## config.mk

```make
export PLATFORM = sky130hd
export DESIGN_NAME = vgcd_queue
export DESIGN_NICKNAME = d
export VERILOG_FILES = /design/src/hw/rtl/vgcd_pkg.sv /design/src/hw/rtl/vgcd_queue.sv
export SDC_FILE = /design/constraint.sdc
export NUM_CORES = 1
export LEC_CHECK = 0
export BUFFER_PORTS_ARGS = -buffer_cell sky130_fd_sc_hd__buf_2
export CORE_MARGIN = 1
export CORE_UTILIZATION = 50
export CTS_CLUSTER_DIAMETER = 30
export DETAILED_ROUTE_END_ITERATION = 12
export HOLD_SLACK_MARGIN = 0.08
export PLACE_DENSITY = 0.82
export SYNTH_ARGS = -nofsm -noshare
export SYNTH_HDL_FRONTEND = slang
export SYNTH_SLANG_ARGS = --single-unit
```

## constraint.sdc

```tcl
create_clock -name i_clk -period 3.1 [get_ports i_clk]
set_clock_uncertainty 0.1 [all_clocks]
set_input_delay 0.31 -clock i_clk [delete_from_list [all_inputs] [get_ports i_clk]]
set_output_delay 0.31 -clock i_clk [all_outputs]
set_load 0.01 [all_outputs]
```

## src/hw/rtl/vgcd_pkg.sv

```systemverilog
// ============================================================================
// vgcd_pkg
// Shared types, constants and helpers of the volume gradient unit.
// ============================================================================
package vgcd_pkg;

    // Default size limits of the volume
    localparam int VGCD_MAX_X = 256;
    localparam int VGCD_MAX_Y = 256;
    localparam int VGCD_MAX_Z = 4096;

    // Configuration register indexes
    localparam logic [1:0] CFG_DIM_X = 2'd0;
    localparam logic [1:0] CFG_DIM_Y = 2'd1;
    localparam logic [1:0] CFG_DIM_Z = 2'd2;

    // Cycles the derived geometry needs after reset or a register write
    localparam logic [2:0] SETTLE_CYC = 3'd5;

    // Depth of the queue between front and back
    localparam int Q_DEPTH = 4;

    // Gradient word constants
    localparam logic [15:0] ZERO_LEVEL = 16'd16384;
    localparam logic [15:0] SCALE_MARK = 16'd32767;

    // One classified item on its way to the back part
    typedef struct packed {
        logic [7:0] voxel;  // value pushed into the window (zero on drain)
        logic       emit;   // a result leaves with this push
        logic       first;  // first result of the volume
        logic       last;   // final result of the volume
        logic       face_x;
        logic       face_y;
        logic       face_z;
    } t_op;

    // low 16 bits of 16384 + 128*(hi - lo)
    function automatic logic [15:0] grad_word(logic [7:0] hi, logic [7:0] lo);
        logic [15:0] a;
        logic [15:0] b;
        a = {1'b0, hi, 7'b0};
        b = {1'b0, lo, 7'b0};
        return ZERO_LEVEL + a - b;
    endfunction

endpackage

```

## src/hw/rtl/vgcd_queue.sv

```systemverilog
// ============================================================================
// vgcd_queue
// Small FIFO of classified items between front and back.
// ============================================================================
module vgcd_queue import vgcd_pkg::*; (
    input  logic i_clk,
    input  logic i_rst_n,
    input  logic i_push,
    input  t_op  i_op,
    output logic o_full,
    input  logic i_pop,
    output logic o_valid,
    output t_op  o_op
);

    localparam int AW = $clog2(Q_DEPTH);
    localparam int CW = $clog2(Q_DEPTH + 1);

    t_op           r_mem [Q_DEPTH];
    logic [AW-1:0] r_wr;
    logic [AW-1:0] r_rd;
    logic [CW-1:0] r_cnt;

    function automatic logic [AW-1:0] wrap_inc(logic [AW-1:0] p);
        if (32'(p) == Q_DEPTH - 1) begin
            return '0;
        end
        return p + AW'(1);
    endfunction

    always_ff @(posedge i_clk) begin
        if (!i_rst_n) begin
            r_wr  <= '0;
            r_rd  <= '0;
            r_cnt <= '0;
        end else begin
            if (i_push) begin
                r_wr <= wrap_inc(r_wr);
            end
            if (i_pop) begin
                r_rd <= wrap_inc(r_rd);
            end
            r_cnt <= r_cnt + CW'(i_push) - CW'(i_pop);
        end
    end

    always_ff @(posedge i_clk) begin
        if (i_push) begin
            r_mem[r_wr] <= i_op;
        end
    end

    assign o_full  = (r_cnt == CW'(Q_DEPTH));
    assign o_valid = (r_cnt != '0);
    assign o_op    = r_mem[r_rd];

endmodule

```

==> results.md <==
* Row Count at 25
* Number of distinct library cell variants in the gate-level netlist after synthesis at 18
* Vias in the first global route at 1203
* Clock root buffer: sky130_fd_sc_hd__clkbuf_8
* First-pass iteration count of the detailed router at 4
* Cell leakage power at 1.06 nW
* Final critical-path required period at 2.06 ns
* Wire length of the first global-routing pass at 5840 um
* Post-route clock period utilization at 66.5%
* Class of the most critical setup path: register to output port
* Horiz. Die Dim at 72.9 um
* Final Routed Wirelength at 3720 um
* Cells resized by post-CTS repair at 0
* Maximum fanout encountered on the critical timing path at 14
* Worst reg2reg path startpoint: r_cnt[0]
* Num CTS Buffers at 9
* Synth Register Bits at 65
* Number of warning messages in the yosys log at 0
* Diode count at 0
* Chip height at 72.9 um
* Ordered cell list for the critical path: buf_4 > mux4_1 > buf_2
* Aggregate global routing overflow at 0
* Worst Hold Endpoint: r_mem[2][9]
* Aggregate negative setup slack at 0 ns
* Internal power contribution at 1.44 mW
* Power density over the cells at 634 nW/um^2
* Class of the most critical hold timing path: input port to register
* Number of endpoints failing setup at the final stage at 0
* Crit. End Element: output port
* Synthesized Nets at 142
* Worst-path clk slew at 0.07 ns
* Final-report hold violation count at 0
* Routability cong. at 0.699
* Worst slew slack as a fraction of its limit at 50.3%
* Area inside the core boundary at 4790 um^2
* DRT iter0 DRCs at 69
* TritonCTS clock tree: built
* DRC violation count after routing at 0
* P&R area growth vs syn at 15.7%
* Critical-path top delay cell: sky130_fd_sc_hd__mux4_1
* Initial core utilization at 52.5%
* Remaining antenna violation count at 0
* Worst hold start: i_op[9]
* WL per Instance at 16.2 um
* Maximum VDD drop at 0.393 mV
* Slack of the worst reg-to-reg path at 1.32 ns
* Via-to-Cell Ratio at 5.01
* Synthesized netlist cell count at 116
* H-tree level count at 3
* Final number of max-transition violations at 0
* Unrepaired setup endpoints after global routing: no
* Psw at 0.405 mW
* Endpoint of the worst-slack reg-to-reg timing path: r_cnt[2]
* DP Worst Slack at 1.22 ns
* Net count, final at 184
* Average footprint of a synthesized cell at 21.7 um^2
* Reg2reg path depth at 7
* Actual slew at the worst max-slew pin at 0.746 ns
* Sequential area share after synthesis at 74.1%
* CTS sink cnt at 65
* Outcome: finished clean
* Die Outline Area at 5310 um^2
* Cell family contributing the most delay on the critical path: multiplexers
* Max-cap check violation count at 0
* Top-Level Pins at 34
* Worst path bufs/invs at 2
* Crit-path max cell delay at 0.60 ns
* Vias after detailed routing at 1153
* Combined area of all synthesized cells at 2510 um^2
* Minimum setup slack in the final design at 1.04 ns
* Pin count of the biggest net entering global routing at 15
* Cts-stage hold buffer count at 0
* Proportion of power drawn by combinational gates at 11.2%
* Clock latency reported for the late side of the worst-skew pair at 0.32 ns
* Power share of the clock group at 33.4%
* Post-CTS Setup Repair Bufs at 0
* Count of buffers inserted at the top-level ports at 33
* Clk buf depth at 2
* Global-route total usage across every layer at 16.1%
* Fraction of power consumed by sequential logic at 55.4%
* Arrival time of the worst setup path at 1.65 ns
* Crit path required time at 2.69 ns
* Half-perimeter wire length after placement at 2440 um
* Share of final-layout standard cells stronger than drive strength 1 at 35.6%
* Cell count of the worst hold path at 1
* Switching share of total power at 22.0%
* FMAX at 0.485 GHz
* Crit path launch type: register
* Initial antenna violation count at 0
## power by group through the flow
stage | clock (mW) | sequential [mW] | combinational, mW
finish | 0.616 | 1.02 | 0.206
global route | 0.669 | 1.02 | 0.229
CTS | 0.625 | 1.02 | 0.210
detailed placement | 0 | 1.04 | 0.209
global placement | 0 | 1.04 | 0.195
floorplan | 0 | 1.03 | 0.142
## worst max path at each step
| stage | from | cells after the start | slack (ns) | end |
|---|---|---|---|---|
| global placement | i_pop | 7 | 1.29 | r_cnt[2] |
| CTS | register | 3 | 1.00 | o_op[2] |
| floorplan | r_cnt[0] | 7 | 1.41 | r_cnt[2] |
| finish | register | 3 | 1.04 | o_op[2] |
| global route | register | 3 | 0.95 | o_op[2] |
| detailed placement | i_pop | 7 | 1.22 | r_cnt[2] |
## per-layer routing
| layer | vias to the layer above | GRT usage (%) | share of wire (%) | routed length [um] |
|---|---|---|---|---|
| met3 | 5 | 6.22 | 4.6 | 170 |
| met1 | 574 | 18.1 | 42 | 1580 |
| li1 | 545 | - | - | - |
| met5 | - | 0 | 0 | 0 |
| met4 | 0 | 7.19 | 0.83 | 31 |
| met2 | 29 | 27.3 | 52 | 1940 |
## sequential cells by signal, indices dropped and copies added, names as in the netlist, named ones only
name / flops
r_mem: 56
r_rd: 2
r_wr: 2
r_cnt: 3
## through the flow
step | cells | hold slack, ns | cell area (um^2) | total power, mW | util [%]
2_1_floorplan | 116 | 0.309 | 2510 | 1.17 | -
3_3_place_gp | 214 | 0.419 | 2730 | 1.23 | 57.1
3_5_place_dp | 214 | 0.433 | 2730 | 1.25 | 57.1
4_1_cts | 230 | 0.0918 | 2910 | 1.86 | 60.7
5_1_grt | 230 | 0.0873 | 2910 | 1.92 | 60.7
6_report | 230 | 0.105 | 2910 | 1.84 | 60.7
## logic make-up after synthesis
| kind of cell | after synthesis | share of synthesized area [%] |
|---|---|---|
| buffers and inverters | 9 | 2.34 |
| flip-flops | 65 | 74.1 |
| adder cells (fa/ha/maj) | 8 | 4.28 |
| XOR/XNOR | 1 | 0.896 |
| AO/OA/AOI/OAI | 2 | 0.597 |
| AND/OR/NAND/NOR | 15 | 3.83 |
| multiplexers | 16 | 13.9 |
## layout make-up
type                            instances  area, um^2
Fill cell                             353        1880
Sequential cell                        65        1860
Multi-Input combinational cell         42         592
Timing Repair Buffer                   34         173
Clock buffer                           13         159
Tap cell                               67        83.8
Inverter                                6        22.5
Clock inverter                          3        15.0
## synthesized netlist by cell type, drive strengths merged
master	count	area share, %
mux4	14	13
and3	1	0.25
fa	1	0.80
and2	7	1.7
buf	3	1.4
xnor3	1	0.90
inv	6	0.90
nor3b	2	0.60
o21a	2	0.60
edfxtp	56	67
mux2i	2	0.80
or3	1	0.25
nor2b	4	1.0
dfxtp	9	7.2
ha	7	3.5
## cell usage in the layout (no fill, tap or decap), drive strengths merged
master  Yosys  final
and2        7      7
buf         3     34
xnor3       1      1
nor3b       2      2
fa          1      1
o21a        2      2
clkbuf      0     13
mux4       14     14
edfxtp     56     56
ha          7      7
nor2b       4      4
and3        1      1
dfxtp       9      9
inv         6      6
clkinv      0      3
mux2i       2      2
or3         1      1
Note: power is estimated with default switching activity, not from simulation.
