File: src/hw/rtl/vgcd_pkg.sv
// ============================================================================
// vgcd_pkg
// Shared types, constants and helpers of the volume gradient unit.
// ============================================================================
package vgcd_pkg;

    // Default size limits of the volume
    localparam int VGCD_MAX_X = 256;
    localparam int VGCD_MAX_Y = 256;
    localparam int VGCD_MAX_Z = 4096;

    // Configuration register indexes
    localparam logic [1:0] CFG_DIM_X = 2'd0;
    localparam logic [1:0] CFG_DIM_Y = 2'd1;
    localparam logic [1:0] CFG_DIM_Z = 2'd2;

    // Cycles the derived geometry needs after reset or a register write
    localparam logic [2:0] SETTLE_CYC = 3'd5;

    // Depth of the queue between front and back
    localparam int Q_DEPTH = 4;

    // Gradient word constants
    localparam logic [15:0] ZERO_LEVEL = 16'd16384;
    localparam logic [15:0] SCALE_MARK = 16'd32767;

    // One classified item on its way to the back part
    typedef struct packed {
        logic [7:0] voxel;  // value pushed into the window (zero on drain)
        logic       emit;   // a result leaves with this push
        logic       first;  // first result of the volume
        logic       last;   // final result of the volume
        logic       face_x;
        logic       face_y;
        logic       face_z;
    } t_op;

    // low 16 bits of 16384 + 128*(hi - lo)
    function automatic logic [15:0] grad_word(logic [7:0] hi, logic [7:0] lo);
        logic [15:0] a;
        logic [15:0] b;
        a = {1'b0, hi, 7'b0};
        b = {1'b0, lo, 7'b0};
        return ZERO_LEVEL + a - b;
    endfunction

endpackage

File: src/hw/rtl/vgcd_front.sv
// ============================================================================
// vgcd_front
// Accepts voxels and drains, counts the volume and decides which item
// releases a result and where that result lies.
// ============================================================================
module vgcd_front import vgcd_pkg::*; #(
    parameter int MAX_DIM_X = VGCD_MAX_X,
    parameter int MAX_DIM_Y = VGCD_MAX_Y,
    parameter int MAX_DIM_Z = VGCD_MAX_Z
) (
    input  logic                       i_clk,
    input  logic                       i_rst_n,
    input  logic                       i_restart,
    input  logic                       i_hold,
    input  logic                       i_valid,
    output logic                       o_ready,
    input  logic [7:0]                 i_voxel,
    input  logic                       i_drain,
    input  logic [$clog2(MAX_DIM_X)-1:0] i_dx_m1,
    input  logic [$clog2(MAX_DIM_Y)-1:0] i_dy_m1,
    input  logic [$clog2(MAX_DIM_Z)-1:0] i_dz_m1,
    input  logic [$clog2(MAX_DIM_X*MAX_DIM_Y+1)-1:0] i_plane,
    input  logic [$clog2(longint'(MAX_DIM_X)*longint'(MAX_DIM_Y)*longint'(MAX_DIM_Z)+1)-1:0]
                                       i_total,
    input  logic [$clog2(longint'(MAX_DIM_X)*longint'(MAX_DIM_Y)*longint'(MAX_DIM_Z)+1)-1:0]
                                       i_total_m1,
    input  logic                       i_q_full,
    output logic                       o_push,
    output t_op                        o_op
);

    localparam int XPW = $clog2(MAX_DIM_X);
    localparam int YPW = $clog2(MAX_DIM_Y);
    localparam int ZPW = $clog2(MAX_DIM_Z);
    localparam int CW  =
        $clog2(longint'(MAX_DIM_X) * longint'(MAX_DIM_Y) * longint'(MAX_DIM_Z) + 1);

    logic [CW-1:0]  r_cnt, n_cnt;
    logic [CW-1:0]  r_lead, n_lead;
    logic [XPW-1:0] r_x, n_x;
    logic [YPW-1:0] r_y, n_y;
    logic [ZPW-1:0] r_z, n_z;

    logic          accept;
    logic          wr;
    logic          full_n;
    logic [CW-1:0] lead_n;
    logic          emit;
    logic          first;
    logic          last;

    assign o_ready = !i_hold && !i_q_full;
    assign accept  = i_valid && o_ready;

    // classify the item
    always_comb begin
        wr     = !i_drain && (r_cnt < i_total);
        full_n = (r_cnt == i_total) || (wr && (r_cnt == i_total_m1));
        lead_n = r_lead + CW'(wr);
        emit   = full_n || (lead_n > CW'(i_plane));
        first  = (r_x == '0) && (r_y == '0) && (r_z == '0);
        last   = (r_x == i_dx_m1) && (r_y == i_dy_m1) && (r_z == i_dz_m1);

        o_op.voxel  = wr ? i_voxel : 8'd0;
        o_op.emit   = emit;
        o_op.first  = first;
        o_op.last   = last;
        o_op.face_x = (r_x == '0) || (r_x == i_dx_m1);
        o_op.face_y = (r_y == '0) || (r_y == i_dy_m1);
        o_op.face_z = (r_z == '0) || (r_z == i_dz_m1);
        o_push      = accept && (wr || emit);
    end

    // counters and output position
    always_comb begin
        n_cnt  = r_cnt;
        n_lead = r_lead;
        n_x    = r_x;
        n_y    = r_y;
        n_z    = r_z;
        if (accept) begin
            if (emit && last) begin
                n_cnt  = '0;
                n_lead = '0;
                n_x    = '0;
                n_y    = '0;
                n_z    = '0;
            end else begin
                n_cnt  = r_cnt + CW'(wr);
                n_lead = lead_n - CW'(emit);
                if (emit) begin
                    if (r_x == i_dx_m1) begin
                        n_x = '0;
                        if (r_y == i_dy_m1) begin
                            n_y = '0;
                            n_z = r_z + ZPW'(1);
                        end else begin
                            n_y = r_y + YPW'(1);
                        end
                    end else begin
                        n_x = r_x + XPW'(1);
                    end
                end
            end
        end
    end

    always_ff @(posedge i_clk) begin
        if (!i_rst_n || i_restart) begin
            r_cnt  <= '0;
            r_lead <= '0;
            r_x    <= '0;
            r_y    <= '0;
            r_z    <= '0;
        end else begin
            r_cnt  <= n_cnt;
            r_lead <= n_lead;
            r_x    <= n_x;
            r_y    <= n_y;
            r_z    <= n_z;
        end
    end

endmodule

File: config.mk
export PLATFORM = sky130hd
export DESIGN_NAME = vgcd_front
export DESIGN_NICKNAME = d
export VERILOG_FILES = /design/src/hw/rtl/vgcd_pkg.sv /design/src/hw/rtl/vgcd_front.sv
export SDC_FILE = /design/constraint.sdc
export NUM_CORES = 1
export LEC_CHECK = 0
export BUFFER_PORTS_ARGS = -buffer_cell sky130_fd_sc_hd__buf_4
export CORE_ASPECT_RATIO = 0.6
export CORE_MARGIN = 2
export CORE_UTILIZATION = 33
export CTS_CLUSTER_SIZE = 16
export DETAILED_ROUTE_END_ITERATION = 7
export MAX_ROUTING_LAYER = met4
export PLACE_DENSITY = 0.52
export SLEW_MARGIN = 25
export SYNTH_ARGS = -nofsm -noshare
export SYNTH_HDL_FRONTEND = slang
export SYNTH_SLANG_ARGS = --single-unit
export TNS_END_PERCENT = 10
File: constraint.sdc
create_clock -name i_clk -period 23.4 [get_ports i_clk]
set_clock_uncertainty 0.15 [all_clocks]
set_input_delay 4.68 -clock i_clk [delete_from_list [all_inputs] [get_ports i_clk]]
set_output_delay 4.68 -clock i_clk [all_outputs]
set_load 0.01 [all_outputs]
==> results_dict.tcl, run 1 <==
set metrics [dict create \
    status "finished clean" \
    grt_pass1_wl_um 35920 \
    fmax_mhz 63.38 \
    ant_nets 0 \
    cts_buffers 9 \
    die_h_um 120.7 \
    clock-sinks 86 \
    cts_tree "yes" \
    fp.dieW_um 198.5 \
    synth_area_leader_cell "dfxtp_1" \
    max-cap-violations 0 \
    stdcell_area_mm2 0.009059 \
    setup-violations-final 0 \
    wl_per_cell_um 15.61 \
    hp-class "register to register" \
    synth.avg_cell_area_um2 7.433 \
    drc 0 \
    maxSlewViolCount 0 \
    place_area_mm2 0.008675 \
    diodes 0 \
    hold_ws_ns 0.3708 \
    required_ns 18.57 \
    root_buffer "clkbuf_16" \
    finalHoldViolCount 0 \
    place_congestion 0.8447 \
    post_cts_buffers 0 \
    critPathMaxFanout 12 \
    layout_setup_ws_ns 7.622 \
    arrival_ns 10.95 \
    worstMarginPinSlew_ns 1.045 \
    firstDrtPassIters 5 \
    ctsHoldBuffers 0 \
    post_cts_resized 0 \
    dp_hpwl_um 17010 \
    pre_cts_ws_ns 7.647 \
    io_pins 134 \
    seq_area_mm2 0.001722 \
    finalWirelength_um 22070 \
    synth_area_mm2 0.007492 \
    grt_start_max_net_pins 41 \
    drt_iter0_markers 588 \
    grt_setup_unrepaired "false" \
    nFillCells 2327 \
    sw_frac_of_total_pct 22.41 \
    cts_buffer_depth 2 \
    power_frac_comb_pct 10.3 \
    synth_nets 1184 \
    ys_types 70 \
    min_period_over_period_pct 67.43 \
    ys_warn_count 0 \
    multi_input_area_mm2 0.005250 \
    yosys-top-cells-area "dfxtp_1, ha_1, xor2_1, xnor2_1, nand3_1" \
    p_clk_share_pct 48.7 \
    start_util_pct 33.78 \
    yosys-top-cells-count "nor2_1, dfxtp_1, nand2_1" \
    clk_latency_ns 0.35 \
    dieArea_mm2 0.02396 \
    grt_pass1_vias 6805 \
    powerDensity_mw_per_mm2 39.41 \
    fp-row-count 42 \
    clk_pin_slew_worst_paths_ns 0.07 \
    core_mm2 0.02218 \
    num_vias 7345 \
    switchingPower_w 0.00008001 \
    synth_ff_type "dfxtp_1" \
    seq_power_share_pct 41.0 \
    critical_path_class "primary input to output pin" \
    drive_gt1_share_pct 16.27 \
    peakVddDrop_mv 0.03452 \
    io_buffers 133 \
    end_kind "output pin" \
    synth_most_common_cell "nor2_1" \
    grt-ovfl-total 0 \
    p_leak_nw 3.707 \
    yosys_register_bits 86 \
    start_kind "primary input" \
    cts.htree.levels 3 \
    fin_util_pct 40.85 \
    fin_nets 1277 \
    p_int_w 0.0002770 \
    syn-instance-count 1008 \
    synth_top_area_share_pct 22.98 \
    area_growth_pct 20.91 \
    synth-async-reset-ratio_pct 0 \
    finalSetupTns_ns 0 \
    period_needed_ns 15.78 \
    synth_edf_count 0 \
    maxSlewHeadroom_pct 29.71 \
    vias_per_cell 5.194 \
    grt_use_total_pct 19.31 \
    antenna_found_initial 0 \
    synth-seq-area-share_pct 22.98 \
]
## kinds of logic after synthesis
logic type | Yosys count | share of synthesized area (%)
compound gates | 167 | 14.56
buf+inv | 131 | 7.098
simple gates | 435 | 30.28
xor+xnor | 127 | 14.85
flops | 86 | 22.98
mux | 4 | 0.5511
fa+ha+maj | 58 | 9.686
## area by class of cell
cell class | count | area share, %
timing repair buffer | 140 | 11.82
tap | 308 | 4.254
clock inverter | 5 | 1.146
inverter | 73 | 3.025
clock buffer | 11 | 2.790
multi-input combinational | 791 | 57.96
sequential | 86 | 19.01
## through the flow
step                      total power, W  std cells
after global placement         0.0001867       1397
after detailed placement       0.0001869       1397
after global routing           0.0003719       1414
final                          0.0003570       1414
after CTS                      0.0003622       1413
after floorplan                0.0001646       1008
## sequential cells by signal, indices dropped and copies added (netlist names)
register / flops
r_x: 8
r_z: 12
r_cnt: 29
r_lead: 29
r_y: 8
## power groups by stage
stage                     logic (W)  registers [W]  clock network [W]
after floorplan           0.0000148       0.000150                  0
after global placement    0.0000369       0.000150                  0
after detailed placement  0.0000372       0.000150                  0
after CTS                 0.0000373       0.000146           0.000179
after global routing      0.0000408       0.000146           0.000185
final                     0.0000367       0.000146           0.000174
## cell usage in the layout, fill, tap and decap left out, types with 4 or more instances in the layout
| cell | synthesis | final |
|---|---|---|
| nand2_1 | 81 | 80 |
| or2_2 | 10 | 10 |
| or3_1 | 20 | 20 |
| a211oi_1 | 6 | 6 |
| nand3_1 | 67 | 67 |
| and2_1 | 12 | 12 |
| o21ai_0 | 23 | 23 |
| nor3_1 | 36 | 36 |
| or4_1 | 9 | 9 |
| o211ai_1 | 7 | 7 |
| and4_1 | 11 | 11 |
| dfxtp_1 | 86 | 86 |
| nor4b_1 | 4 | 4 |
| nor4_1 | 28 | 28 |
| inv_1 | 73 | 73 |
| o31ai_1 | 6 | 6 |
| xnor2_1 | 58 | 58 |
| nor2_1 | 89 | 89 |
| and3_1 | 13 | 13 |
| xor2_1 | 69 | 69 |
| a31oi_1 | 9 | 9 |
| o21a_1 | 6 | 6 |
| a22oi_1 | 5 | 5 |
| nand4_1 | 35 | 35 |
| o2bb2ai_1 | 6 | 6 |
| ha_1 | 58 | 58 |
| clkbuf_16 | 0 | 9 |
| a21oi_1 | 57 | 57 |
| buf_4 | 4 | 139 |
| a21o_1 | 8 | 8 |
## metal layers
layer / vias to the layer above / wire length (um) / global-route usage [%]
met3: 13 / 1310 / 3.180
li1: 3759 / - / -
met2: 213 / 8262 / 24.96
met4: 0 / 112 / 2.892
met1: 3360 / 12390 / 30.83
met5: - / 0 / -
## worst paths after layout
kind                          start                       to  slack (ns)  cells past startpoint
min reg2reg   r_cnt[0]$_SDFFE_PP0P_    r_cnt[0]$_SDFFE_PP0P_        0.37                      2
max reg2reg  r_cnt[15]$_SDFFE_PP0P_  r_lead[24]$_SDFFE_PP0P_       14.20                     29
max                     i_total[16]                   o_push        7.62                     24
min           r_cnt[0]$_SDFFE_PP0P_    r_cnt[0]$_SDFFE_PP0P_        0.37                      2
## worst max-delay path: stages
cell      delay (ns)
buf_4           0.08
inv_1           0.03
ha_1            0.29
and3_1          0.20
a22o_1          0.23
o21ai_1         0.14
o41ai_1         0.12
or4_1           0.54
nor2_1          0.55
ha_1            0.38
ha_1            0.32
nand3_1         0.37
nor3_2          0.64
and3_1          0.25
xor2_1          0.23
ha_1            0.29
a21o_1          0.18
a21o_1          0.17
a21oi_1         0.18
o211ai_1        0.14
a211oi_1        0.42
nand2_1         0.18
o21a_1          0.21
buf_4           0.14
(Power assumes the default switching activity.)
==> inputs of run 2 (changes only) <==
==> constraint.sdc (replaced) <==
create_clock -name i_clk -period 14.8 [get_ports i_clk]
set_clock_uncertainty 0.15 [all_clocks]
set_input_delay 2.96 -clock i_clk [delete_from_list [all_inputs] [get_ports i_clk]]
set_output_delay 2.96 -clock i_clk [all_outputs]
set_load 0.01 [all_outputs]
==> run 2 against run 1 <==
Register-to-register slack lost 8.6 ns. Sequential power up 58%. Hold slack worse by 0.0023 ns. Global-route usage shrank 0.22 points. Design area down 0.87%. Die area unchanged. Count of clock-buffer cells in the layout is 1 higher. Critical path depth unchanged. Routed wire length fell by 0.94%. Flip-flop and latch count did not move. Combinational power increased by 59%. Largest cell class unchanged.
==> results_dict.tcl, run 2 (synthesized netlist as in run 1, its figures left out) <==
set metrics [dict create \
    status "finished clean" \
    drt_iter0_markers 583 \
    pre_cts_ws_ns 2.531 \
    maxSlewHeadroom_pct 32.53 \
    crit_family "compound AO/OA/AOI/OAI gates" \
    vias_per_cell 5.128 \
    min_period_over_period_pct 83.96 \
    finalHoldViolCount 0 \
    mostFrequentLayoutCell "buf_4" \
    maxSlewViolCount 0 \
    antenna_found_initial 0 \
    grt_pass1_wl_um 35500 \
    dp_hpwl_um 16870 \
    rr_startpoint "r_cnt[6]$_SDFFE_PP0P_" \
    p_leak_nw 3.668 \
    cts_tree "yes" \
    reg_top3 "r_cnt (29), r_lead (29), r_z (12)" \
    r2r_cells 29 \
    worst-path-buf-inv 3 \
    max_stage_delay_ns 0.63 \
    setup-violations-final 0 \
    finalWirelength_um 21870 \
    place_congestion 0.8451 \
    area_growth_pct 19.86 \
    start_util_pct 33.78 \
    grt_pass1_vias 6730 \
    arrival_ns 9.32 \
    cts_buffer_depth 2 \
    wl_per_cell_um 15.49 \
    critical_path.cell_chain "buf_4 -> inv_1 -> ha_1 -> and4_1 -> a221oi_1 -> o21ai_0 -> a221oi_1 -> a21oi_1 -> nor2_1 -> ha_1 -> ha_1 -> nand3_1 -> nor3_2 -> and3_1 -> xor2_1 -> ha_1 -> a21o_1 -> a21o_1 -> a21oi_1 -> o211ai_1 -> a211oi_1 -> nand2_1 -> o21a_1 -> buf_4" \
    fp-row-count 42 \
    dieArea_mm2 0.02396 \
    diodes 0 \
    core_mm2 0.02218 \
    grt_setup_unrepaired "false" \
    period_needed_ns 12.43 \
    die_h_um 120.7 \
    hold_start "r_z[11]$_SDFFE_PP0P_" \
    grt_use_total_pct 19.09 \
    route.met3.wl_um 1210 \
    reg2reg_slack_ns 5.64 \
    end_kind "output pin" \
    path_common_cell "ha_1" \
    nFillCells 2301 \
    post_cts_resized 0 \
    root_buffer "clkbuf_16" \
    required_ns 11.69 \
    clk_latency_ns 0.35 \
    hp-class "register to register" \
    finalSetupTns_ns 0 \
    holdPathStages 2 \
    start_kind "primary input" \
    layout_setup_ws_ns 2.374 \
    worstHoldEndpoint "r_z[11]$_SDFFE_PP0P_" \
    multi_input_area_mm2 0.005255 \
    fmax_mhz 80.47 \
    max-cap-violations 0 \
    cts.htree.levels 3 \
    ant_nets 0 \
    fp.dieW_um 198.5 \
    io_buffers 133 \
    seq_area_mm2 0.001722 \
    grt-ovfl-total 0 \
    critical_path_class "primary input to output pin" \
    fin_nets 1276 \
    grt_start_max_net_pins 41 \
    met1_length_um 12340 \
    post_cts_buffers 0 \
    rr_endpoint "r_lead[24]$_SDFFE_PP0P_" \
    drive_gt1_share_pct 16.12 \
    io_pins 134 \
    clock-sinks 86 \
    worstMarginPinSlew_ns 1.008 \
    drc 0 \
    critPathMaxFanout 12 \
    layout_common_cells "buf_4, nor2_1, dfxtp_1" \
    wl_met2_um 8244 \
    fin_util_pct 40.49 \
    ctsHoldBuffers 0 \
    cp_slowest_cell "nor3_2" \
    powerDensity_mw_per_mm2 58.69 \
    clk_pin_slew_worst_paths_ns 0.06 \
    cts_buffers 9 \
    firstDrtPassIters 5 \
    peakVddDrop_mv 0.05677 \
    top_layer "met4" \
    num_vias 7241 \
]
run 2: worst max path at each step:
stage	from	slack [ns]	cells past startpoint	end
3_3_place_gp	i_total[16]	2.57	24	o_push
4_1_cts	i_total[16]	2.50	24	o_push
2_1_floorplan	i_total[16]	3.94	24	o_push
3_5_place_dp	i_total[16]	2.53	24	o_push
6_report	i_total[6]	2.37	24	o_push
5_1_grt	i_total[24]	1.75	24	o_push
run 2: worst register-to-register path: cells and delay by family (launching register included):
family,cells,cell delay [ns]
DFF,1,0.52
and+or+nand+nor,13,4.72
xor gates and xnor gates,1,0.23
AOI/OAI and AO/OA,9,1.84
adders and majority gates,6,1.62
run 2: layout make-up:
| cell class | count | share of cell area (%) |
|---|---|---|
| Timing Repair Buffer | 139 | 11.62 |
| Clock inverter | 3 | 0.4877 |
| Multi-Input combinational cell | 791 | 58.52 |
| Sequential cell | 86 | 19.17 |
| Tap cell | 308 | 4.291 |
| Inverter | 73 | 3.051 |
| Clock buffer | 12 | 2.856 |
run 2: where the power goes:
group	switching [W]	leakage, nW	total (W)	internal, W
logic	0.0000264	2.83	0.0000582	0.0000318
clock network	0.0000979	0.149	0.000237	0.000139
registers	0.0000000868	0.692	0.000231	0.000231
total	0.000124	3.67	0.000527	0.000403
run 2: through the flow:
step	power [W]	cells	hold slack, ns	area, um2
finish	0.0005270	1412	0.3685	8980
detailed placement	0.0002955	1397	0.3551	8675
global route	0.0005503	1412	0.3953	8980
CTS	0.0005348	1412	0.3648	8975
global placement	0.0002951	1397	0.3486	8675
floorplan	0.0002602	1008	0.3227	7492
run 2: metal layers:
metal,GRT usage (%),vias to the layer above
li1,-,3763
met1,30.56,3271
met2,24.74,198
met3,3.180,9
met4,2.379,0
met5,-,-
==> inputs of run 3 (changes only) <==
==> constraint.sdc (replaced) <==
create_clock -name i_clk -period 11.6 [get_ports i_clk]
set_clock_uncertainty 0.15 [all_clocks]
set_input_delay 2.32 -clock i_clk [delete_from_list [all_inputs] [get_ports i_clk]]
set_output_delay 2.32 -clock i_clk [all_outputs]
set_load 0.01 [all_outputs]
==> run 3 against run 2 <==
Worst setup slack worse by 1.3 ns. Via count increased by 1.2%. Clock power rose by 17%. Combinational power up 27%. Routed wire length barely moved. First-iteration DRC count shrank 3.8%. Non-clock buffer count rose by 4. Sequential share of layout area is essentially flat. Critical path type unchanged. Critical path depth is 2 higher. Total power rose by 23%. Design area is 0.14% higher. Flip-flop and latch count is the same.
==> results_dict.tcl, run 3 (synthesized netlist as in run 1, its figures left out) <==
set metrics [dict create \
    seq_power_share_pct 45.7 \
    reg2reg_slack_ns 3.23 \
    p_clk_share_pct 42.9 \
    multi_input_area_mm2 0.005250 \
    stdcell_count 1416 \
    critPathMaxFanout 12 \
    ctsHoldBuffers 0 \
    nFillCells 2331 \
    powerDensity_mw_per_mm2 71.91 \
    ant_nets 0 \
    end_kind "output pin" \
    cts_buffers 9 \
    period_needed_ns 10.57 \
    fp.dieW_um 198.5 \
    area_growth_pct 20.02 \
    firstDrtPassIters 5 \
    drive_gt1_share_pct 16.25 \
    grtUsageMet3_pct 2.873 \
    arrival_ns 8.10 \
    finalHoldViolCount 0 \
    max-cap-violations 0 \
    diodes 0 \
    post_cts_buffers 0 \
    grt.busiest_layer "met1" \
    cts.htree.levels 3 \
    layout_common_cells "buf_4, nor2_1, dfxtp_1" \
    fin_nets 1280 \
    core_mm2 0.02218 \
    min_period_over_period_pct 91.08 \
    drt_iter0_markers 561 \
    rr_startpoint "r_cnt[5]$_SDFFE_PP0P_" \
    p_leak_nw 3.674 \
    r2r_cells 31 \
    peakVddDrop_mv 0.07400 \
    worstMarginPinSlew_ns 1.094 \
    die_h_um 120.7 \
    rr_endpoint "r_lead[27]$_SDFFE_PP0P_" \
    maxSlewViolCount 0 \
    startpoint "i_total[6]" \
    setup-violations-final 0 \
    fmax_mhz 94.65 \
    clock-sinks 86 \
    place_congestion 0.8280 \
    wl_per_cell_um 15.45 \
    sw_frac_of_total_pct 24.82 \
    cts_buffer_depth 2 \
    clk_latency_ns 0.35 \
    fp-row-count 42 \
    grt_pass1_wl_um 35630 \
    antenna_found_initial 0 \
    io_buffers 133 \
    grt-ovfl-total 0 \
    finalSetupTns_ns 0 \
    post_cts_resized 0 \
    vias_per_cell 5.176 \
    status "finished clean" \
    grt_pass1_vias 6690 \
    num_vias 7329 \
    cp-endpoint "o_push" \
    critical_path_class "primary input to output pin" \
    required_ns 9.13 \
    clk_pin_slew_worst_paths_ns 0.06 \
    use_met1_pct 30.77 \
    start_util_pct 33.78 \
    maxSlewHeadroom_pct 26.41 \
    finalWirelength_um 21880 \
    dp_hpwl_um 16890 \
    start_kind "primary input" \
    dp.cells 1400 \
    p_int_w 0.0004862 \
    grt_use_total_pct 19.19 \
    mostFrequentLayoutCell "buf_4" \
    dieArea_mm2 0.02396 \
    seq_area_mm2 0.001722 \
    grt_start_max_net_pins 41 \
    hp-class "register to register" \
    root_buffer "clkbuf_16" \
    drc 0 \
    grt_setup_unrepaired "false" \
    gr-usage-met2_pct 24.96 \
    io_pins 134 \
    reg_top3 "r_cnt (29), r_lead (29), r_z (12)" \
    switchingPower_w 0.0001605 \
    power_frac_comb_pct 11.4 \
    cts_tree "yes" \
]
run 3: cell count changes in the layout (fill, tap and decap cells not counted):
cell	change
clkbuf_1	+1
bufinv_16	-1
buf_4	+3
o31ai_2	-1
buf_16	+1
clkinvlp_4	+1
clkbuf_8	-1
o31ai_1	+1
run 3: metrics by stage:
| step | setup WS (ns) | utilization, % | hold WS (ns) | instance area, um2 | total power [W] |
|---|---|---|---|---|---|
| after CTS | 1.081 | 40.43 | 0.3673 | 8965 | 0.0006553 |
| after global placement | 1.202 | 39.22 | 0.3493 | 8697 | 0.0003769 |
| after global routing | 0.5421 | 40.55 | 0.3977 | 8992 | 0.0006752 |
| after floorplan | 2.021 | - | 0.3227 | 7492 | 0.0003319 |
| after detailed placement | 1.128 | 39.22 | 0.3562 | 8697 | 0.0003768 |
| final | 1.034 | 40.55 | 0.3690 | 8992 | 0.0006467 |
run 3: metal layers:
metal / routed length [um] / vias up / share of wire (%)
met2: 8231 / 194 / 38
li1: - / 3765 / -
met1: 12200 / 3361 / 56
met4: 97 / 0 / 0.44
met5: 0 / - / 0
met3: 1348 / 9 / 6.2
run 3: final cells by class:
cell class,count,area share [%]
multi-input cells,791,58.38
well taps,308,4.286
inverters,73,3.047
repair buffers,143,12.16
clock buffers,12,2.741
clock inverters,3,0.2365
flip-flops and latches,86,19.15
run 3: critical path, stage by stage:
cell	delay (ns)
buf_4	0.08
inv_1	0.03
ha_1	0.29
and4_1	0.21
a221oi_1	0.27
o21ai_0	0.15
a221oi_1	0.44
a21oi_1	0.15
nor2_1	0.12
buf_4	0.18
ha_1	0.26
ha_1	0.32
nand3_1	0.11
buf_4	0.20
nor3_2	0.49
and3_1	0.26
xor2_1	0.26
ha_1	0.31
a21o_1	0.19
a21o_1	0.18
a21oi_1	0.21
o211ai_1	0.13
a211oi_1	0.39
nand2_1	0.17
o21a_1	0.20
buf_4	0.14
run 3: worst min path at each step:
stage	from	end	slack (ns)	cells after the start
6_report	r_z[11]$_SDFFE_PP0P_	r_z[11]$_SDFFE_PP0P_	0.37	2
5_1_grt	r_lead[10]$_SDFFE_PP0P_	r_lead[10]$_SDFFE_PP0P_	0.40	2
4_1_cts	r_z[11]$_SDFFE_PP0P_	r_z[11]$_SDFFE_PP0P_	0.37	2
3_5_place_dp	r_z[11]$_SDFFE_PP0P_	r_z[11]$_SDFFE_PP0P_	0.36	2
3_3_place_gp	r_lead[10]$_SDFFE_PP0P_	r_lead[10]$_SDFFE_PP0P_	0.35	2
2_1_floorplan	r_cnt[0]$_SDFFE_PP0P_	r_cnt[0]$_SDFFE_PP0P_	0.32	2
run 3: power by group through the flow:
stage,Sequential [W],Clock [W],Combinational (W)
after floorplan,0.000302,0,0.0000299
after global placement,0.000302,0,0.0000748
after detailed placement,0.000302,0,0.0000747
after CTS,0.000295,0.000285,0.0000751
after global routing,0.000295,0.000298,0.0000823
final,0.000295,0.000277,0.0000739
